File: src/rtl/sensor_command_frame_codec_defines.svh
// ---------------------------------------------------------------------------
// Sensor command frame codec: assertion macros
// Shared property wrappers, clocked on clk_i and disabled during reset.
// ---------------------------------------------------------------------------
`ifndef SENSOR_COMMAND_FRAME_CODEC_DEFINES_SVH
`define SENSOR_COMMAND_FRAME_CODEC_DEFINES_SVH

// Consequent must hold in the same cycle as the antecedent.
`define SCFC_ASSERT_NOW(lbl, ante, cons, msg) \
  lbl: assert property (@(posedge clk_i) disable iff (!rst_ni) (ante) |-> (cons)) \
    else $error(msg);

// Consequent must hold in the cycle after the antecedent.
`define SCFC_ASSERT_NEXT(lbl, ante, cons, msg) \
  lbl: assert property (@(posedge clk_i) disable iff (!rst_ni) (ante) |=> (cons)) \
    else $error(msg);

`endif

File: src/rtl/scfc_pkg.sv
// ---------------------------------------------------------------------------
// Sensor command frame codec package
// Item modes, reply status codes and frame constants.
// ---------------------------------------------------------------------------
`default_nettype none

package scfc_pkg;

  localparam int unsigned FrameLen = 9;
  localparam int unsigned CntW     = 4;

  localparam logic [7:0] StartByte  = 8'hFF;
  localparam logic [7:0] SensorAddr = 8'h01;
  localparam logic [7:0] LongReadRst = 8'd133;

  localparam logic [CntW-1:0] LastIdx = CntW'(FrameLen - 1);

  typedef enum logic [1:0] {
    MODE_CMD     = 2'd0,
    MODE_RX      = 2'd1,
    MODE_TIMEOUT = 2'd2
  } scfc_mode_e;

  typedef enum logic [1:0] {
    STATUS_OK       = 2'd0,
    STATUS_SHORT    = 2'd1,
    STATUS_CSUM_BAD = 2'd2,
    STATUS_REJECTED = 2'd3
  } scfc_status_e;

  // Register byte-address word index of long_read_command.
  localparam logic REG_LONG_READ = 1'b0;

endpackage

`default_nettype wire

File: src/rtl/sensor_command_frame_codec.sv
// ---------------------------------------------------------------------------
// Sensor command frame codec
// Builds nine-byte command frames and checks nine-byte sensor replies.
// ---------------------------------------------------------------------------
//  Channel   Dir  Handshake             Payload
//  in        in   in_valid_i/in_stall_o mode, command_code, payload, rx_byte
//  out       out  out_valid_o/out_stall_i tx_*, reply_*, concentration
//  config    in   APB (psel/penable)    long_read_command at address 0
//
// A new received byte or timeout enters every cycle unless the output stalls.
// A command holds the stage register while its nine frame bytes are sent, one at a time.
// Items pass the input register, then the result register.
// Reset clears the receive count, the last command and the stage and output valid flags.
// The input stalls only while the stage holds an item that cannot leave.
// ---------------------------------------------------------------------------
`default_nettype none

`include "sensor_command_frame_codec_defines.svh"

module sensor_command_frame_codec
  import scfc_pkg::*;
(
  input  wire logic        clk_i,
  input  wire logic        rst_ni,
  // Input channel
  input  wire logic        in_valid_i,
  output logic             in_stall_o,
  input  wire logic [1:0]  mode_i,
  input  wire logic [7:0]  command_code_i,
  input  wire logic [39:0] payload_i,
  input  wire logic [7:0]  rx_byte_i,
  // Output channel
  output logic             out_valid_o,
  input  wire logic        out_stall_i,
  output logic             tx_valid_o,
  output logic [7:0]       tx_byte_o,
  output logic             tx_last_o,
  output logic             reply_valid_o,
  output logic [1:0]       reply_status_o,
  output logic [31:0]      concentration_o,
  // Configuration port
  input  wire logic        psel,
  input  wire logic        penable,
  input  wire logic        pwrite,
  input  wire logic [2:0]  paddr,
  input  wire logic [31:0] pwdata,
  output logic [31:0]      prdata,
  output logic             pready
);

  // Configuration
  logic [7:0] long_read_q;
  logic       reg_hit;

  assign pready  = 1'b1;
  assign reg_hit = (paddr[2] == REG_LONG_READ);
  assign prdata  = reg_hit ? {24'd0, long_read_q} : 32'd0;

  always_ff @(posedge clk_i or negedge rst_ni) begin
    if (!rst_ni) begin
      long_read_q <= LongReadRst;
    end else if (psel && penable && pwrite && pready && reg_hit) begin
      long_read_q <= pwdata[7:0];
    end
  end

  // Stage register
  logic            s1_valid_q;
  logic [1:0]      s1_mode_q;
  logic [7:0]      s1_cmd_q;
  logic [39:0]     s1_payload_q;
  logic [7:0]      s1_rx_q;
  logic [CntW-1:0] byte_idx_q;

  // Receive state
  logic [7:0]      reply_q [FrameLen-1];
  logic [CntW-1:0] count_q;
  logic [7:0]      pending_q;

  // Result register
  logic        out_valid_q;
  logic        tx_valid_q;
  logic [7:0]  tx_byte_q;
  logic        tx_last_q;
  logic        reply_valid_q;
  logic [1:0]  reply_status_q;
  logic [31:0] conc_q;

  logic            out_free;
  logic            rx_full;
  logic [CntW-1:0] count_eff;
  logic            needs_out;
  logic            s1_done;
  logic            fire;
  logic            in_accept;

  logic [7:0]  tx_csum;
  logic [7:0]  tx_sel;
  logic [7:0]  rx_sum;
  logic [7:0]  rx_csum;
  logic [1:0]  rx_status;
  logic [31:0] rx_conc;

  // A count of nine or more cannot arise, but is treated as an empty frame.
  assign count_eff = (count_q > LastIdx) ? '0 : count_q;
  assign rx_full   = (count_eff == LastIdx);
  assign out_free  = !out_valid_q || !out_stall_i;

  always_comb begin
    case (s1_mode_q)
      MODE_CMD:     needs_out = 1'b1;
      MODE_RX:      needs_out = rx_full;
      MODE_TIMEOUT: needs_out = 1'b1;
      default:      needs_out = 1'b0;
    endcase
  end

  assign s1_done    = (s1_mode_q != MODE_CMD) || (byte_idx_q == LastIdx);
  assign fire       = s1_valid_q && (!needs_out || out_free);
  assign in_stall_o = s1_valid_q && !(fire && s1_done);
  assign in_accept  = in_valid_i && !in_stall_o;

  // Outgoing frame byte selected by the byte index.
  assign tx_csum = 8'h00 - (SensorAddr + s1_cmd_q + s1_payload_q[39:32] +
                   s1_payload_q[31:24] + s1_payload_q[23:16] +
                   s1_payload_q[15:8] + s1_payload_q[7:0]);

  always_comb begin
    case (byte_idx_q)
      4'd0:    tx_sel = StartByte;
      4'd1:    tx_sel = SensorAddr;
      4'd2:    tx_sel = s1_cmd_q;
      4'd3:    tx_sel = s1_payload_q[39:32];
      4'd4:    tx_sel = s1_payload_q[31:24];
      4'd5:    tx_sel = s1_payload_q[23:16];
      4'd6:    tx_sel = s1_payload_q[15:8];
      4'd7:    tx_sel = s1_payload_q[7:0];
      default: tx_sel = tx_csum;
    endcase
  end

  // Reply check: the incoming byte is the checksum, bytes 0..7 are stored.
  assign rx_sum  = reply_q[1] + reply_q[2] + reply_q[3] + reply_q[4] +
                   reply_q[5] + reply_q[6] + reply_q[7];
  assign rx_csum = 8'h00 - rx_sum;

  always_comb begin
    rx_conc = 32'd0;
    if (s1_rx_q != rx_csum) begin
      rx_status = STATUS_CSUM_BAD;
    end else if (reply_q[1] != pending_q) begin
      rx_status = STATUS_REJECTED;
    end else begin
      rx_status = STATUS_OK;
      if (pending_q == long_read_q) begin
        rx_conc = {reply_q[2], reply_q[3], reply_q[4], reply_q[5]};
      end else begin
        rx_conc = {16'd0, reply_q[2], reply_q[3]};
      end
    end
  end

  always_ff @(posedge clk_i or negedge rst_ni) begin
    if (!rst_ni) begin
      s1_valid_q <= 1'b0;
      byte_idx_q <= '0;
      count_q    <= '0;
      pending_q  <= 8'd0;
    end else begin
      if (in_accept) begin
        s1_valid_q <= 1'b1;
      end else if (fire && s1_done) begin
        s1_valid_q <= 1'b0;
      end
      if (fire) begin
        case (s1_mode_q)
          MODE_CMD: begin
            byte_idx_q <= s1_done ? '0 : byte_idx_q + 1'b1;
            count_q    <= '0;
            pending_q  <= s1_cmd_q;
          end
          MODE_RX: begin
            count_q <= rx_full ? '0 : count_eff + 1'b1;
          end
          MODE_TIMEOUT: begin
            count_q <= '0;
          end
          default: begin
          end
        endcase
      end
    end
  end

  always_ff @(posedge clk_i) begin
    if (in_accept) begin
      s1_mode_q    <= mode_i;
      s1_cmd_q     <= command_code_i;
      s1_payload_q <= payload_i;
      s1_rx_q      <= rx_byte_i;
    end
    if (fire && (s1_mode_q == MODE_RX) && !rx_full) begin
      reply_q[count_eff[2:0]] <= s1_rx_q;
    end
  end

  always_ff @(posedge clk_i or negedge rst_ni) begin
    if (!rst_ni) begin
      out_valid_q <= 1'b0;
    end else if (fire && needs_out) begin
      out_valid_q <= 1'b1;
    end else if (!out_stall_i) begin
      out_valid_q <= 1'b0;
    end
  end

  always_ff @(posedge clk_i) begin
    if (fire && needs_out) begin
      if (s1_mode_q == MODE_CMD) begin
        tx_valid_q     <= 1'b1;
        tx_byte_q      <= tx_sel;
        tx_last_q      <= (byte_idx_q == LastIdx);
        reply_valid_q  <= 1'b0;
        reply_status_q <= STATUS_OK;
        conc_q         <= 32'd0;
      end else begin
        tx_valid_q    <= 1'b0;
        tx_byte_q     <= 8'd0;
        tx_last_q     <= 1'b0;
        reply_valid_q <= 1'b1;
        if (s1_mode_q == MODE_RX) begin
          reply_status_q <= rx_status;
          conc_q         <= rx_conc;
        end else begin
          reply_status_q <= STATUS_SHORT;
          conc_q         <= 32'd0;
        end
      end
    end
  end

  assign out_valid_o     = out_valid_q;
  assign tx_valid_o      = tx_valid_q;
  assign tx_byte_o       = tx_byte_q;
  assign tx_last_o       = tx_last_q;
  assign reply_valid_o   = reply_valid_q;
  assign reply_status_o  = reply_status_q;
  assign concentration_o = conc_q;

  // Assertions
  `SCFC_ASSERT_NOW(a_one_result_kind, out_valid_q, tx_valid_q != reply_valid_q, "result is neither tx byte nor reply")
  `SCFC_ASSERT_NOW(a_count_range, 1'b1, count_q <= LastIdx, "receive count beyond frame length")
  `SCFC_ASSERT_NOW(a_conc_zero, out_valid_q && reply_valid_q && (reply_status_q != STATUS_OK), conc_q == 32'd0, "concentration set on failed reply")
  `SCFC_ASSERT_NEXT(a_pending_cmd, fire && s1_done && (s1_mode_q == MODE_CMD), pending_q == $past(s1_cmd_q), "sent command not remembered")

endmodule

`default_nettype wire
File: config.mk
export PLATFORM = sky130hd
export DESIGN_NAME = sensor_command_frame_codec
export DESIGN_NICKNAME = d
export VERILOG_FILES = /design/src/rtl/scfc_pkg.sv /design/src/rtl/sensor_command_frame_codec.sv
export VERILOG_INCLUDE_DIRS = /design/src /design/src/rtl
export SDC_FILE = /design/constraint.sdc
export NUM_CORES = 1
export LEC_CHECK = 0
export BUFFER_PORTS_ARGS = -buffer_cell sky130_fd_sc_hd__buf_2
export CAP_MARGIN = 40
export CORE_MARGIN = 10
export CORE_UTILIZATION = 30
export CTS_CLUSTER_SIZE = 24
export DETAILED_ROUTE_END_ITERATION = 8
export REMOVE_ABC_BUFFERS = 1
export SYNTH_ARGS = -nofsm -noshare
export SYNTH_HDL_FRONTEND = slang
export SYNTH_SLANG_ARGS = --single-unit
File: constraint.sdc
create_clock -name clk_i -period 4.6 [get_ports clk_i]
set_input_delay 0.46 -clock clk_i [delete_from_list [all_inputs] [get_ports clk_i]]
set_output_delay 0.46 -clock clk_i [all_outputs]
set_load 0.02 [all_outputs]
After elaboration in Yosys (flattened, before gate mapping)

Memory sizes are Yosys's and may differ from the RTL's.
Cells that the tools add are included.

RAM bits: 64
Memories kept: 1
Output and inout port bits: 80
Register bits: 129

Muxes and demuxes: 19
Magnitude comparators: 1
Add/subtract/negate cells: 16
Bitwise operators: 3
Equal/unequal tests: 15
Reduce and logical (&&, ||, !) cells: 30

Memory list:

| name    | words | bits a word | rd ports | clocked after Yosys merged registers in | write ports | line                             | RTL |
|---|---|---|---|---|---|---|---|
| reply_q | 8     | 8           | 7        | 0                                       | 1           | sensor_command_frame_codec.sv:76 | `logic [7:0] reply_q [FrameLen-1];` |

Operators by type and width:

| cell                                                                  | number |
|---|---|
| 8-bit adder                                                           | 11 |
| 8-bit case mux with 8 select lines                                    | 1 |
| 4-bit by 3-bit equality test with 1-bit output, second input constant | 4 |
| 16-bit two-way mux                                                    | 1 |
| 8-bit != test                                                         | 2 |
| 1-bit by 8-bit subtractor with 8-bit output, first input constant     | 2 |
| 4-bit two-way mux                                                     | 3 |
| 1-bit logical AND                                                     | 10 |
| 1-bit two-way mux                                                     | 9 |
| 1-bit by 8-bit adder with 8-bit output, first input constant          | 1 |
| 4-bit by 1-bit adder with 4-bit output, second input constant         | 2 |
| 4-bit by 2-bit equality test with 1-bit output, second input constant | 2 |
| 4-bit equality test, second input constant                            | 2 |
| 8-bit equality test                                                   | 1 |
| 8-bit two-way mux                                                     | 1 |
| 4-bit case mux with 2 select lines                                    | 1 |
| 1-bit zero test                                                       | 6 |
| 2-bit nonzero test                                                    | 3 |
| 5-bit OR reduction                                                    | 1 |
| 4-bit by 1-bit equality test with 1-bit output, second input constant | 1 |
| 4-bit greater-than comparator, second input constant                  | 1 |
| 4-bit zero test                                                       | 1 |
| 2-bit two-way mux                                                     | 2 |
| 2-bit AND reduction                                                   | 2 |
| 9 further kinds                                                       | 14 |

Depth between registers and ports, before layout

Gate-level depths: netlist of the first run.

Depth in word-level cells: 13
Depth in mapped cells: 16
Mapped depth without buffers: 15

Worst setup path before layout of the first run

No wires, ideal clock.

Path kind: reg-to-reg
From: memory reply_q[6][2]
To: register conc_q[27], in the netlist concentration_o[27], read port of reply_q (data pin)
Path slack: 0.211 ns
Library setup time: 0.151 ns
Arrival time: 4.237 ns
Cell stages (with the launch flop): 16
Required time: 4.449 ns
Cells stage by stage: edfxtp_1 -> inv_1 -> fa_1 -> inv_1 -> fa_1 -> fa_1 -> fa_1 -> inv_1 -> ha_1 -> fa_1 -> xor2_1 -> nor4_1 -> and4_1 -> nand3_2 -> buf_6 -> nor3_2

RTL lines:

| element         | line                             | RTL |
|---|---|---|
| start, declared | sensor_command_frame_codec.sv:76 |  |
| end, declared   | sensor_command_frame_codec.sv:87 | `logic [31:0] conc_q;` |

==> impl_metrics.toml, run 1 <==
[outcome]
outcome = "finished clean"

[power_and_ir_drop]
p_per_area_nw_per_um2 = 480.8
irDropWorstVdd_mv = 0.2849
power_leakage_uw = 0.004728

[grt]
grt_pass1_wl_um = 36340
antenna_found_initial = 2
grt_pass1_vias = 6327
grt_overflow = 0
grt_max_degree = 54
grt_use_total_pct = 11.66

[clocking]
cts_tree = "built"
clock_latency_ps = 440
clk_pin_slew_ps = 70
clockBufferDepth = 2
cts.sinks = 185
ctsHoldBuffers = 0
cts_buffers = 17
root_buffer = "clkbuf_16"
htree_levels = 4

[logic_synthesis]
synth_area_leader_cell = "edfxtp_1"
avgSynthCellArea_um2 = 13.38
synth_seq_cells = 185
synth_edf_count = 159
synth_ff_type = "edfxtp_1"
ys_types = 63
ys_warn_count = 0
syn_area_um2 = 9739
syn_inst = 728
synth_top_area_share_pct = 49.02
synthTopCellsByArea = "edfxtp_1 49%, fa_1 12%, dfrtp_1 5.9%, xnor2_1 4.0%, inv_1 3.9%"
ys_seq_area_share_pct = 55.74
synthArstFlopShare_pct = 14.05

[floorplan]
start_util_pct = 30.63
io_pins = 180
die_h_um = 200.2
die_area_um2 = 40070
coreArea_um2 = 31800
rows = 65
die_w_um = 200.2

[sta]
rsz0062_at_grt = "true"
finalCriticalPeriod_ps = 4550
max_freq_mhz = 219.8
setup_ws_ps = 50.40
setup_viol = 0
worst_pin_slew_ps = 939.7
timing.final.max_slew_violations = 0
fin_crit_sh_pct = 98.90
finalClockSkew_ps = 12.40
slew_headroom_pct = 37.28
hold_violations = 0

[layout]
drive_above_1_share_pct = 28.84
area_growth_pct = 21.01
nNetsFinal = 1065
stdcell_area_um2 = 11790
diodes = 0

[setup_path]
startpoint_type = "flop"
end_kind = "flop"
critPathArrivalTime_ps = 4760
crit_path_max_fanout = 3
rr_startpoint = "reply_q[5][2]"
r2r_end = "reply_status_o[1]"
path_class = "flop to flop"
required_ps = 4810
ff2ff_path_depth = 17
critPathCapture = "reply_status_o[1]"
worst-r2r-setup-slack_ps = 50
critPathLaunch = "reply_q[5][2]"

[job]
cap_violations = 0

[placement]
placed_cell_area_um2 = 10980
port_buffers = 128
pre_cts_slack_ps = -179.7
hpwlAfterDp_um = 16990
globalplace.congestion = 0.7873

[drt]
antenna_left = 0
dr.pass1.iters = 5
routed_wl_um = 23340
drtIter0Drc = 333
vias = 5876
drc_errors = 0
via_per_inst = 4.431
wl_per_cell_um = 17.60

[worst_hold_path]
hold_path.class = "input port to async pin"
[cell usage in the layout, fill, tap and decap left out, drive strengths merged, types with 14 or more instances in the layout]
master / instances
o21ai: 14
inv: 105
nor3: 29
clkbuf: 25
conb: 25
mux2: 19
nor2: 29
edfxtp: 159
dfrtp: 23
nand2: 23
a21oi: 31
buf: 153
xnor2: 44
fa: 58
ha: 29
[through the flow]
step                TNS (ps)  hold slack, ps  instances  util, %  power, µW
CTS                        0           45.10       1323    36.46       5708
global placement       -1905           483.4       1284    34.30       4129
detailed placement     -3906           490.9       1291    34.52       4164
global route           -1990           58.07       1326    37.06       6034
finish                     0           39.04       1326    37.06       5666
floorplan                  0           164.4        704        -       3625
[worst min path at each step]
stage                 from             end  slack (ps)
5_1_grt             rst_ni      count_q[0]          60
3_3_place_gp   out_valid_o     out_valid_o         480
3_5_place_dp   out_valid_o     out_valid_o         490
6_report            rst_ni  long_read_q[4]          40
2_1_floorplan       rst_ni   byte_idx_q[0]         160
4_1_cts             rst_ni      count_q[1]          50
[timing repair]
item	CTS	global route
gates resized for setup	2	37
endpoints found under the setup margin	34	34
cloned	0	2
pin swaps	4	11
setup buffers	0	1
[report_power, final]
| group | switching, µW | internal (µW) |
|---|---|---|
| sequential | 219 | 2040 |
| combinational | 1060 | 835 |
| clock | 668 | 844 |
[sequential cells by signal, summed over array words and instances (netlist names)]
register         count
reply_valid_o        1
count_q              4
s1_rx_q              8
byte_idx_q           4
tx_valid_o           1
s1_valid_q           1
pending_q            8
s1_cmd_q             8
tx_byte_o            8
reply_status_o       2
reply_q             56
s1_mode_q            2
long_read_q          8
tx_last_o            1
out_valid_o          1
s1_payload_q        40
concentration_o     32
[synth_stat cells (4+ instances only)]
cell type	n
edfxtp_1	159
inv_1	100
fa_1	58
xnor2_1	44
a21oi_1	29
ha_1	29
nor2_1	29
buf_4	25
nor3_1	25
dfrtp_1	23
nand2_1	23
clkbuf_1	19
mux2_2	19
o21ai_0	13
a221oi_1	10
and2_1	9
nor2b_1	9
xor2_1	9
nand2b_1	7
nand3_1	6
nand4_1	6
a21o_1	5
a22o_1	4
nor3_2	4
nor4_1	4
o211ai_1	4
[metal layers]
layer	vias to the layer above	track usage, %	routed length, µm
li1	2776	-	-
met1	2907	14.77	10590
met5	-	0	32
met4	4	3.652	237
met3	22	3.723	1319
met2	167	18.52	11170
[cell families (layout without fill, tap and decap cells)]
logic type | after synthesis | after routing | synth area share, %
AO/OA/AOI/OAI | 95 | 95 | 6.642
XOR/XNOR | 56 | 56 | 5.409
adder cells (fa/ha/maj) | 87 | 87 | 15.65
buffers and inverters | 147 | 287 | 6.796
flip-flops | 185 | 185 | 55.74
multiplexers | 20 | 20 | 2.300
other | 2 | 25 | 0.07711
AND/OR/NAND/NOR | 136 | 136 | 7.387
[area by class of cell]
class	count	area (µm²)
clock buffer	23	543.0
inverter	100	375.4
clock inverter	9	67.56
fill	3072	20010
tap	435	544.3
timing repair buffer	155	909.6
sequential	185	5429
multi-input combinational	419	3916
[worst max-delay path, cell delays in order (launching register included)]
cell	delay [ps]
edfxtp_1	360
inv_2	60
fa_1	500
inv_1	50
fa_1	500
fa_1	460
fa_1	560
inv_1	40
ha_2	170
fa_1	380
a21o_1	170
a21oi_1	170
xnor2_1	180
and4_4	290
buf_4	120
buf_4	90
a311oi_1	80
buf_4	150
No activity file was read; power rests on OpenSTA's default activity.
==> run 2, diff against run 1 <==
clock period = 3.9 ns   (was 4.6 ns; I/O delays follow)
==> run 2 against run 1 <==
Compared with the run above: the run now ends with setup timing left; power is 19% higher; worst setup slack worse by 710 ps; clock power is 17% higher; fmax is 0.22% lower; worst hold slack better by 86 ps; global-route usage is 0.26 points higher; critical path depth is 1 lower; sequential power is 17% higher.
==> impl_metrics.toml, run 2 (synthesis gave the netlist of run 1 again) <==
[setup_path]
path_class = "flop to flop"
required_ps = 4190
crit_path_max_fanout = 6
critical_path.cell_chain = "inv_1, fa_1, inv_1, fa_1, fa_1, fa_1, inv_1, ha_4, fa_2, xor2_1, nor4_2, and4_4, nand3_4, buf_12, buf_12, nor3_4"
slowest_stage = "fa_1"
critPathLaunch = "reply_q[6][2]"
end_kind = "flop"
cp_common_cell = "fa_1"
ff2ff_path_depth = 16
r2r_end = "concentration_o[22]"
worst-r2r-setup-slack_ps = -660
rr_startpoint = "reply_q[6][2]"
critical-path-max-stage-delay_ps = 530
critPathArrivalTime_ps = 4850
startpoint_type = "flop"

[sta]
timing.final.max_slew_violations = 0
max_freq_mhz = 219.3
finalCriticalPeriod_ps = 4560
slew_headroom_pct = 44.66
setup_ws_ps = -659.7
fin_crit_sh_pct = 116.9
setup-tns-final_ps = -20340
hold_violations = 0
whs_ps = 125.3
rsz0062_at_grt = "true"
worst_pin_slew_ps = 830.0
finalClockSkew_ps = 18.85
setup_viol = 34

[floorplan]
start_util_pct = 30.63
io_pins = 180
rows = 65
coreArea_um2 = 31800
die_w_um = 200.2
die_area_um2 = 40070
die_h_um = 200.2

[drt]
antenna_left = 0
wl_per_cell_um = 17.35
drc_errors = 0
via_per_inst = 4.422
vias = 6036
drtIter0Drc = 363
dr.pass1.iters = 5
routed_wl_um = 23690

[grt]
grt_max_degree = 53
grt_use_total_pct = 11.92
antenna_found_initial = 2
grt_pass1_wl_um = 37730
grt_overflow = 0
grt_pass1_vias = 6569

[placement]
port_buffers = 128
hpwlAfterDp_um = 17780
globalplace.congestion = 0.8059

[layout]
largest_reg_flops = 56
final_common_cell = "edfxtp_1"
nNetsFinal = 1104
area_growth_pct = 24.04
drive_above_1_share_pct = 31.08
final_cell_mix = "159 x edfxtp_1, 128 x buf_2, 97 x inv_1"
diodes = 0

[power_and_ir_drop]
power_leakage_uw = 0.004917
irDropWorstVdd_mv = 0.3253
p_per_area_nw_per_um2 = 559.1

[job]
cap_violations = 0

[worst_hold_path]
holdPathStages = 1
worstHoldStart = "payload_i[12]"
hold_path_end = "s1_payload_q[12]"
hold_path.class = "input port to flop"

[clocking]
root_buffer = "clkbuf_16"
cts.sinks = 185
cts_tree = "built"
clockBufferDepth = 2
cts_buffers = 17
htree_levels = 4
clock_latency_ps = 430
clk_pin_slew_ps = 80

[outcome]
outcome = "complete, but fails checks"
violations = "setup timing"
-- run 2: critical path, delay by kind of cell (launching register included) --
kind | cells | cell delay (ps)
adder cells (fa/ha/maj) | 6 | 2580
AND/OR/NAND/NOR | 4 | 840
buffers and inverters | 5 | 480
flip-flops | 1 | 330
XOR/XNOR | 1 | 190
-- run 2: final cells by class --
cell class	instances	area, µm²
repair buffers	194	1244
inverters	100	375.4
fillers	3007	19720
well taps	435	544.3
multi-input cells	419	3889
flip-flops and latches	185	5429
clock inverters	15	173.9
clock buffers	17	425.4
-- run 2: power by group --
| part | leakage (µW) | switching [µW] | internal (µW) | total (µW) |
|---|---|---|---|---|
| clock | 0.000297 | 848 | 924 | 1770 |
| combinational | 0.00281 | 1280 | 1060 | 2340 |
| sequential | 0.00181 | 234 | 2400 | 2640 |
| total | 0.00492 | 2360 | 4390 | 6750 |
-- run 2: worst max path at each step --
stage                          endpoint  slack (ps)  depth (start not counted)
CTS                 concentration_o[25]        -630                         15
global placement    concentration_o[22]        -740                         15
global route        concentration_o[30]        -820                         16
floorplan           concentration_o[19]        -660                         14
finish              concentration_o[22]        -660                         16
detailed placement  concentration_o[25]        -800                         15
-- run 2: through the flow --
stage / util (%) / instances / power [µW] / worst slack (ps) / cell area [µm²]
2_1_floorplan: - / 704 / 4276 / -657.4 / 9539
3_3_place_gp: 35.20 / 1320 / 4942 / -735.5 / 11190
3_5_place_dp: 35.35 / 1325 / 4975 / -799.5 / 11240
4_1_cts: 37.88 / 1364 / 6806 / -632.4 / 12050
5_1_grt: 37.99 / 1365 / 7174 / -819.3 / 12080
6_report: 37.99 / 1365 / 6754 / -659.7 / 12080
-- run 2: layer usage --
layer | vias up | routed length (µm) | track usage, %
li1 | 2862 | - | -
met1 | 2993 | 10810 | 15.47
met2 | 157 | 11440 | 19.36
met3 | 20 | 1176 | 3.208
met4 | 4 | 242 | 2.807
met5 | - | 20 | 0
-- run 2: what timing repair did --
| action | 4_1_cts | 5_1_grt |
|---|---|---|
| endpoints found under the hold margin | 22 | 0 |
| gates resized for setup | 25 | 8 |
| gates cloned | 2 | 0 |
| pin swaps | 24 | 9 |
| hold buffers | 1 | 0 |
| setup endpoints to repair | 34 | 34 |
| setup buffers | 7 | 1 |
==> run 3, diff against run 2 <==
clock period = 4.2 ns   (was 3.9 ns; I/O delays follow)
==> run 3 against run 2 <==
Compared with the run above: the run ends with hold timing, setup timing left; register-to-register slack gained 350 ps; worst hold slack worse by 140 ps; fmax is 1.2% higher; flip-flop and latch count unchanged; critical endpoint is now reply_status_o[1].
==> impl_metrics.toml, run 3 (synthesis gave the netlist of run 1 again) <==
[power_and_ir_drop]
intPower_uw = 4039
irDropWorstVdd_mv = 0.3058
p_per_area_nw_per_um2 = 523.1
clkPwrFrac_pct = 26.3
switching_share_pct = 36.18
seq_power_share_pct = 39.0
power_leakage_uw = 0.004892
combPwrFrac_pct = 34.7
netSwitchingPower_uw = 2290

[floorplan]
die_w_um = 200.2
start_util_pct = 30.63
io_pins = 180
coreArea_um2 = 31800
die_h_um = 200.2
die_area_um2 = 40070
rows = 65

[sta]
worst_pin_slew_ps = 953.5
setup_ws_ps = -306.1
setup_viol = 34
fin_crit_sh_pct = 107.3
finalCriticalPeriod_ps = 4506
whs_ps = -13.04
hold_violations = 7
timing.final.max_slew_violations = 0
setup-tns-final_ps = -9408
rsz0062_at_grt = "true"
max_freq_mhz = 221.9
finalClockSkew_ps = 20.84
slew_headroom_pct = 35.85

[layout]
nNetsFinal = 1096
drive_above_1_share_pct = 31.89
largest_reg_flops = 56
fin_cells = 1357
final_common_cell = "edfxtp_1"
final_cell_mix = "159 x edfxtp_1, 128 x buf_2, 94 x inv_1"
area_growth_pct = 24.23
diodes = 0
stdcell_area_um2 = 12100

[drt]
dr.pass1.iters = 5
vias = 5990
drtIter0Drc = 373
via_per_inst = 4.414
drc_errors = 0
wl_per_cell_um = 17.76
routed_wl_um = 24110
antenna_left = 0

[job]
cap_violations = 0

[placement]
place_inst = 1317
port_buffers = 128
placed_cell_area_um2 = 11160
globalplace.congestion = 0.8263
hpwlAfterDp_um = 17890

[grt]
grt_max_degree = 36
grt_pass1_vias = 6579
grt_overflow = 0
antenna_found_initial = 1
grt_use_total_pct = 12.04
grt_pass1_wl_um = 38070

[clocking]
ctsHoldBuffers = 0
clockBufferDepth = 2
root_buffer = "clkbuf_16"
clock_latency_ps = 450
cts_buffers = 17
cts.sinks = 185
cts_tree = "built"
htree_levels = 4
clk_pin_slew_ps = 80

[setup_path]
cp_common_cell = "fa_1"
slowest_stage = "fa_1"
critical_path.cell_chain = "inv_2, fa_1, inv_1, fa_1, fa_1, fa_1, inv_2, ha_4, fa_2, a21o_1, a21oi_2, xnor2_2, and4_4, buf_4, buf_6, buf_4, a311oi_2"
critical-path-max-stage-delay_ps = 530
end_kind = "flop"
startpoint_type = "flop"
path_class = "flop to flop"
worst-r2r-setup-slack_ps = -310
required_ps = 4380
critPathArrivalTime_ps = 4680
crit_path_max_fanout = 3

[outcome]
outcome = "complete, but fails checks"
violations = "hold timing, setup timing"

[worst_hold_path]
hold_path.class = "input port to async pin"
## run 3: repair_timing
action	in CTS	in global routing
pin swaps	25	24
buffers inserted	6	3
setup endpoints to repair	34	34
gates resized for setup	33	21
gates cloned	1	1
## run 3: per-layer routing
| metal | wire (µm) | GRT usage [%] | share of wire, % | vias up |
|---|---|---|---|---|
| met4 | 241 | 2.944 | 1.0 | 2 |
| met3 | 1444 | 3.562 | 6.0 | 18 |
| met2 | 11440 | 19.36 | 47 | 172 |
| met5 | 11 | 0 | 0.046 | - |
| li1 | - | - | - | 2848 |
| met1 | 10960 | 15.56 | 45 | 2950 |
## run 3: path summary, 6_finish.rpt
check,start,cells past startpoint,endpoint
setup / recovery,reply_q[4][2],17,reply_status_o[1]
hold / removal,rst_ni,1,out_valid_o
setup reg to reg,reply_q[4][2],17,reply_status_o[1]
hold reg to reg,out_valid_o,1,out_valid_o
max in group asynchronous,rst_ni,1,count_q[1]
min in group clk_i,payload_i[36],1,s1_payload_q[36]
## run 3: power by group through the flow
stage / sequential [µW] / combinational (µW) / clock (µW)
global placement: 2510 / 2050 / 0
detailed placement: 2510 / 2080 / 0
finish: 2470 / 2200 / 1660
global route: 2500 / 2460 / 1780
CTS: 2470 / 2160 / 1700
floorplan: 2480 / 1490 / 0
## run 3: layout make-up
class / count / area (µm²)
fill: 3047 / 19700
timing repair buffer: 186 / 1150
clock inverter: 15 / 191.4
clock buffer: 17 / 425.4
tap: 435 / 544.3
multi-input combinational: 419 / 3984
inverter: 100 / 375.4
sequential: 185 / 5429
## run 3: critical path, delay by kind of cell (launching register included)
kind / cells / cell delay (ps)
AO/OA/AOI/OAI: 3 / 480
AND/OR/NAND/NOR: 1 / 270
buffers and inverters: 6 / 440
flip-flops: 1 / 340
adder cells (fa/ha/maj): 6 / 2550
XOR/XNOR: 1 / 150
## run 3: metrics by stage
stage / util [%] / setup WS, ps / power (µW)
final: 38.05 / -306.1 / 6329
after detailed placement: 35.10 / -563.6 / 4589
after floorplan: - / -357.4 / 3970
after CTS: 37.60 / -276.9 / 6327
after global placement: 35.02 / -381.8 / 4557
after global routing: 38.05 / -464.4 / 6737
